[src/hdl/rectchk_pkg.sv]
// rectchk_pkg: shared types, register codes and the overlap test
// for the rectangle overlap and bounds checker
// no dependencies
package rectchk_pkg;

  localparam int COORD_W  = 15;
  localparam int POS_W    = 16;
  localparam int SHEET_W  = 16;
  localparam int IDX_W    = 5;
  localparam int CFG_IDX_W = 1;

  localparam logic [CFG_IDX_W-1:0] REG_SHEET_WIDTH  = 1'd0;
  localparam logic [CFG_IDX_W-1:0] REG_SHEET_HEIGHT = 1'd1;

  localparam logic KIND_ADD   = 1'b0;
  localparam logic KIND_CLEAR = 1'b1;

  localparam logic RES_COLLISION = 1'b0;
  localparam logic RES_STATUS    = 1'b1;

  typedef struct packed {
    logic [COORD_W-1:0] x;
    logic [COORD_W-1:0] y;
    logic [COORD_W-1:0] w;
    logic [COORD_W-1:0] h;
  } rect_t;

  // strict half-open overlap of two rectangles
  function automatic logic overlaps(input rect_t a, input rect_t b);
    logic [COORD_W:0] a_xe;
    logic [COORD_W:0] a_ye;
    logic [COORD_W:0] b_xe;
    logic [COORD_W:0] b_ye;
    a_xe = {1'b0, a.x} + {1'b0, a.w};
    a_ye = {1'b0, a.y} + {1'b0, a.h};
    b_xe = {1'b0, b.x} + {1'b0, b.w};
    b_ye = {1'b0, b.y} + {1'b0, b.h};
    return ({1'b0, a.x} < b_xe) && ({1'b0, b.x} < a_xe) &&
           ({1'b0, a.y} < b_ye) && ({1'b0, b.y} < a_ye);
  endfunction

endpackage

[src/hdl/rectchk_mem.sv]
// rectchk_mem: rectangle table, one write port and one read port
// with registered read data; depends on rectchk_pkg
module rectchk_mem #(
  parameter int DEPTH = 32
) (
  input  logic                       clk,
  input  logic                       wr_en,
  input  logic [$clog2(DEPTH)-1:0]   wr_addr,
  input  rectchk_pkg::rect_t         wr_data,
  input  logic                       rd_en,
  input  logic [$clog2(DEPTH)-1:0]   rd_addr,
  output rectchk_pkg::rect_t         rd_data
);

  rectchk_pkg::rect_t mem [DEPTH];

  always_ff @(posedge clk) begin
    if (wr_en) begin
      mem[wr_addr] <= wr_data;
    end
  end

  always_ff @(posedge clk) begin
    if (rd_en) begin
      rd_data <= mem[rd_addr];
    end
  end

endmodule

[config.mk]
export PLATFORM = sky130hd
export DESIGN_NAME = rectchk_mem
export DESIGN_NICKNAME = d
export VERILOG_FILES = /design/src/hdl/rectchk_pkg.sv /design/src/hdl/rectchk_mem.sv
export SDC_FILE = /design/constraint.sdc
export NUM_CORES = 2
export LEC_CHECK = 0
export ABC_AREA = 0
export BUFFER_PORTS_ARGS = -buffer_cell sky130_fd_sc_hd__buf_2
export CORE_MARGIN = 2
export CORE_UTILIZATION = 40
export CTS_CLUSTER_SIZE = 24
export DETAILED_ROUTE_END_ITERATION = 8
export PLACE_DENSITY = 0.63
export SLEW_MARGIN = 20
export SYNTH_ARGS = -nofsm -noshare
export SYNTH_HDL_FRONTEND = slang
export SYNTH_SLANG_ARGS = --single-unit
[constraint.sdc]
create_clock -name clk -period 4.7 [get_ports clk]
set_clock_uncertainty 0.1 [all_clocks]
set_input_delay 0.705 -clock clk [delete_from_list [all_inputs] [get_ports clk]]
set_output_delay 0.705 -clock clk [all_outputs]
set_load 0.05 [all_outputs]
==> run_results.csv <==
group,metric,value,unit
run_status,status,"completed",
final_layout,final_area,86600,um2
final_layout,drive_gt1_frac,0.1198,
floorplan,start_util,0.4025,
yosys,syn_area,76470,um2
sta,slew_violations,0,
yosys,synth_nets,4268,
place,place.gp.congestion,0.7383,
flow_run,cap_violations,0,
power_and_ir_drop,power_per_cell_area,423.0,nW/um2
yosys,syn_avg_cell_area,18.23,um2
final_layout,final_common_cell,"edfxtp_1",
final_layout,layout_common_cells,"edfxtp_1 (1980), mux2i_1 (960), clkbuf_16 (200)",
worst_setup_path,startpoint_type,"register",
drt,first_iter_violations,3670,
clock_network,tritoncts,"yes",
place,dp_hpwl,93730,um
sta,max_freq,0.3925,GHz
clock_network,cts_made_buffers,194,
sta,rsz0062_at_grt,"false",
worst_setup_path,slowest_stage,"edfxtp_1",
yosys,synthDistinctLibCells,25,
yosys,synth.largest_area_cell,"edfxtp_1",
floorplan,core-area,190000,um2
sta,holdWs,0.2708,ns
drt,wirelength,191500,um
worst_setup_path,critical_path_required,3.89,ns
grt,grt_pass1_vias,38798,
worst_setup_path,end_kind,"output port",
clock_network,clk_pin_slew,0.06,ns
grt,grt_usage,0.1942,
sta,hold_violations,0,
final_layout,fin_cells,7064,
final_layout,fillers,15963,
drt,post_drt_via_cell_ratio,5.543,
clock_network,clk_latency,0.82,ns
grt,grt_max_degree,100,
final_layout,fin_util,0.4558,
sta,setup_tns,0,ns
floorplan,die_y,441.2,um
yosys,yosysSeqAreaShare,0.7775,
final_layout,area.growth.synth_to_final,13.24,%
yosys,ys_ff_latch,1980,
sta,tightest_slew,0.9096,ns
grt,antenna_found_initial,24,
drt,wl_per_cell,27.10,um
worst_setup_path,max_stage_delay,0.58,ns
place,dp_cells,6709,
clock_network,holdBufCountCts,0,
place,port_buffers,132,
worst_setup_path,cp.arrival,1.74,ns
worst_setup_path,path_class,"reg2out",
final_layout,final_net_count,4467,
clock_network,h-tree-depth,4,
yosys,syn_inst,4195,
worst_setup_path,crit_fanout,2,
drt,firstDrtPassIters,6,
floorplan,die-area,194700,um2
sta,maxSlewHeadroom,0.3922,
yosys,yosysWarnings,0,
power_and_ir_drop,p_leak,29.74,nW
floorplan,die_w,441.2,um
clock_network,cts-root-buf,"clkbuf_16",
power_and_ir_drop,peakVddDrop,0.0002743,V
sta,period_needed,2.548,ns
worst_setup_path,crit_family,"flip-flops",
sta,layout_worst_path_cycle_share,0.5421,
drt,vias,39153,
worst_setup_path,crit_buf_inv,1,
worst_setup_path,crit_chain,"buf_2",
floorplan,ios,133,
floorplan,placementRows,160,
place,post_dp_cell_area,80520,um2
grt,grt_pass1_wl,274700,um
drt,postRouteAntennaNets,0,
drt,drc,0,
sta,setup_viol,0,
clock_network,numClockSinks,1980,
clock_network,cts.path.max_buffers,3,
yosys,synth_top_cells_by_area,"edfxtp_1 (78%), mux2i_1 (13%), a22oi_1 (1.8%), a22o_1 (1.4%), nand3_1 (1.2%)",
clock_network,postCtsResizedCells,0,
hold_path,hp-class,"in2reg",
yosys,netlist.area_leader.share,0.7775,
grt,grt.overflow.total,0,
clock_network,postCtsSetupBuffers,0,
## logic make-up (layout without fill, tap and decap cells)
family,count (synthesis),in the layout,synth area share
other cells,0,5,0
simple gates,473,473,0.02788
compound gates,540,540,0.04810
buf+inv,242,595,0.02088
mux,960,960,0.1257
flops,1980,1980,0.7775
## where the power goes
part / internal (mW) / switching [mW]
sequential: 19.7 / 0.0896
combinational: 0.578 / 1.35
clock: 8.47 / 6.44
total: 28.8 / 7.87
## per-stage QoR
step / worst slack (ns) / total power [mW]
after global routing: 2.135 / 37.67
after CTS: 2.109 / 36.86
after floorplan: 0.2463 / 21.34
after global placement: 1.523 / 22.08
after detailed placement: 1.523 / 22.11
final: 2.152 / 36.63
## cell usage after synthesis
| library cell | number |
|---|---|
| clkbuf_4 | 9 |
| or2_2 | 1 |
| nor2b_1 | 2 |
| nand2b_1 | 2 |
| buf_1 | 6 |
| nand2_1 | 182 |
| a31oi_1 | 60 |
| buf_2 | 55 |
| nand3_1 | 182 |
| nand3b_1 | 5 |
| and2_1 | 1 |
| or3b_2 | 3 |
| clkbuf_1 | 73 |
| nor3_1 | 60 |
| buf_6 | 55 |
| buf_8 | 1 |
| a22o_1 | 120 |
| a21oi_1 | 180 |
| mux2i_1 | 960 |
| buf_4 | 43 |
| a22oi_1 | 180 |
| or3_1 | 1 |
| edfxtp_1 | 1980 |
| nor2_2 | 1 |
| nor2_1 | 33 |
## state kept, by name, summed over array words and instances (netlist names)
signal and cells:
rd_data 60, mem 1920
## path summary, 6_finish.rpt
check | startpoint | to | slack [ns] | cells after the start
setup / recovery | rd_data[14] | rd_data[14] | 2.15 | 1
hold / removal | wr_data[12] | mem[14][12] | 0.27 | 1
setup reg to reg | mem[3][34] | rd_data[34] | 3.05 | 5
hold reg to reg | mem[17][51] | rd_data[51] | 0.57 | 4
## layout make-up
type	count	area (um2)	share of cell area
Sequential cell	1980	59460	0.6866
Multi-Input combinational cell	1973	15710	0.1814
Clock buffer	243	5166	0.05966
Tap cell	2511	3142	0.03628
Timing Repair Buffer	245	2215	0.02557
Clock inverter	107	898.4	0.01037
Antenna cell	5	12.51	0.0001445
## routing by layer
layer  up-vias  part of all wire  GRT usage  routed length [um]
met1     20505              0.42     0.2541               79550
met5         -           0.00074          0                 142
met2      1140              0.51     0.3357               96860
met3       314             0.053    0.02897               10110
met4        24             0.025    0.05527                4797
li1      17170                 -          -                   -
No activity file was read; power rests on OpenSTA's default activity.
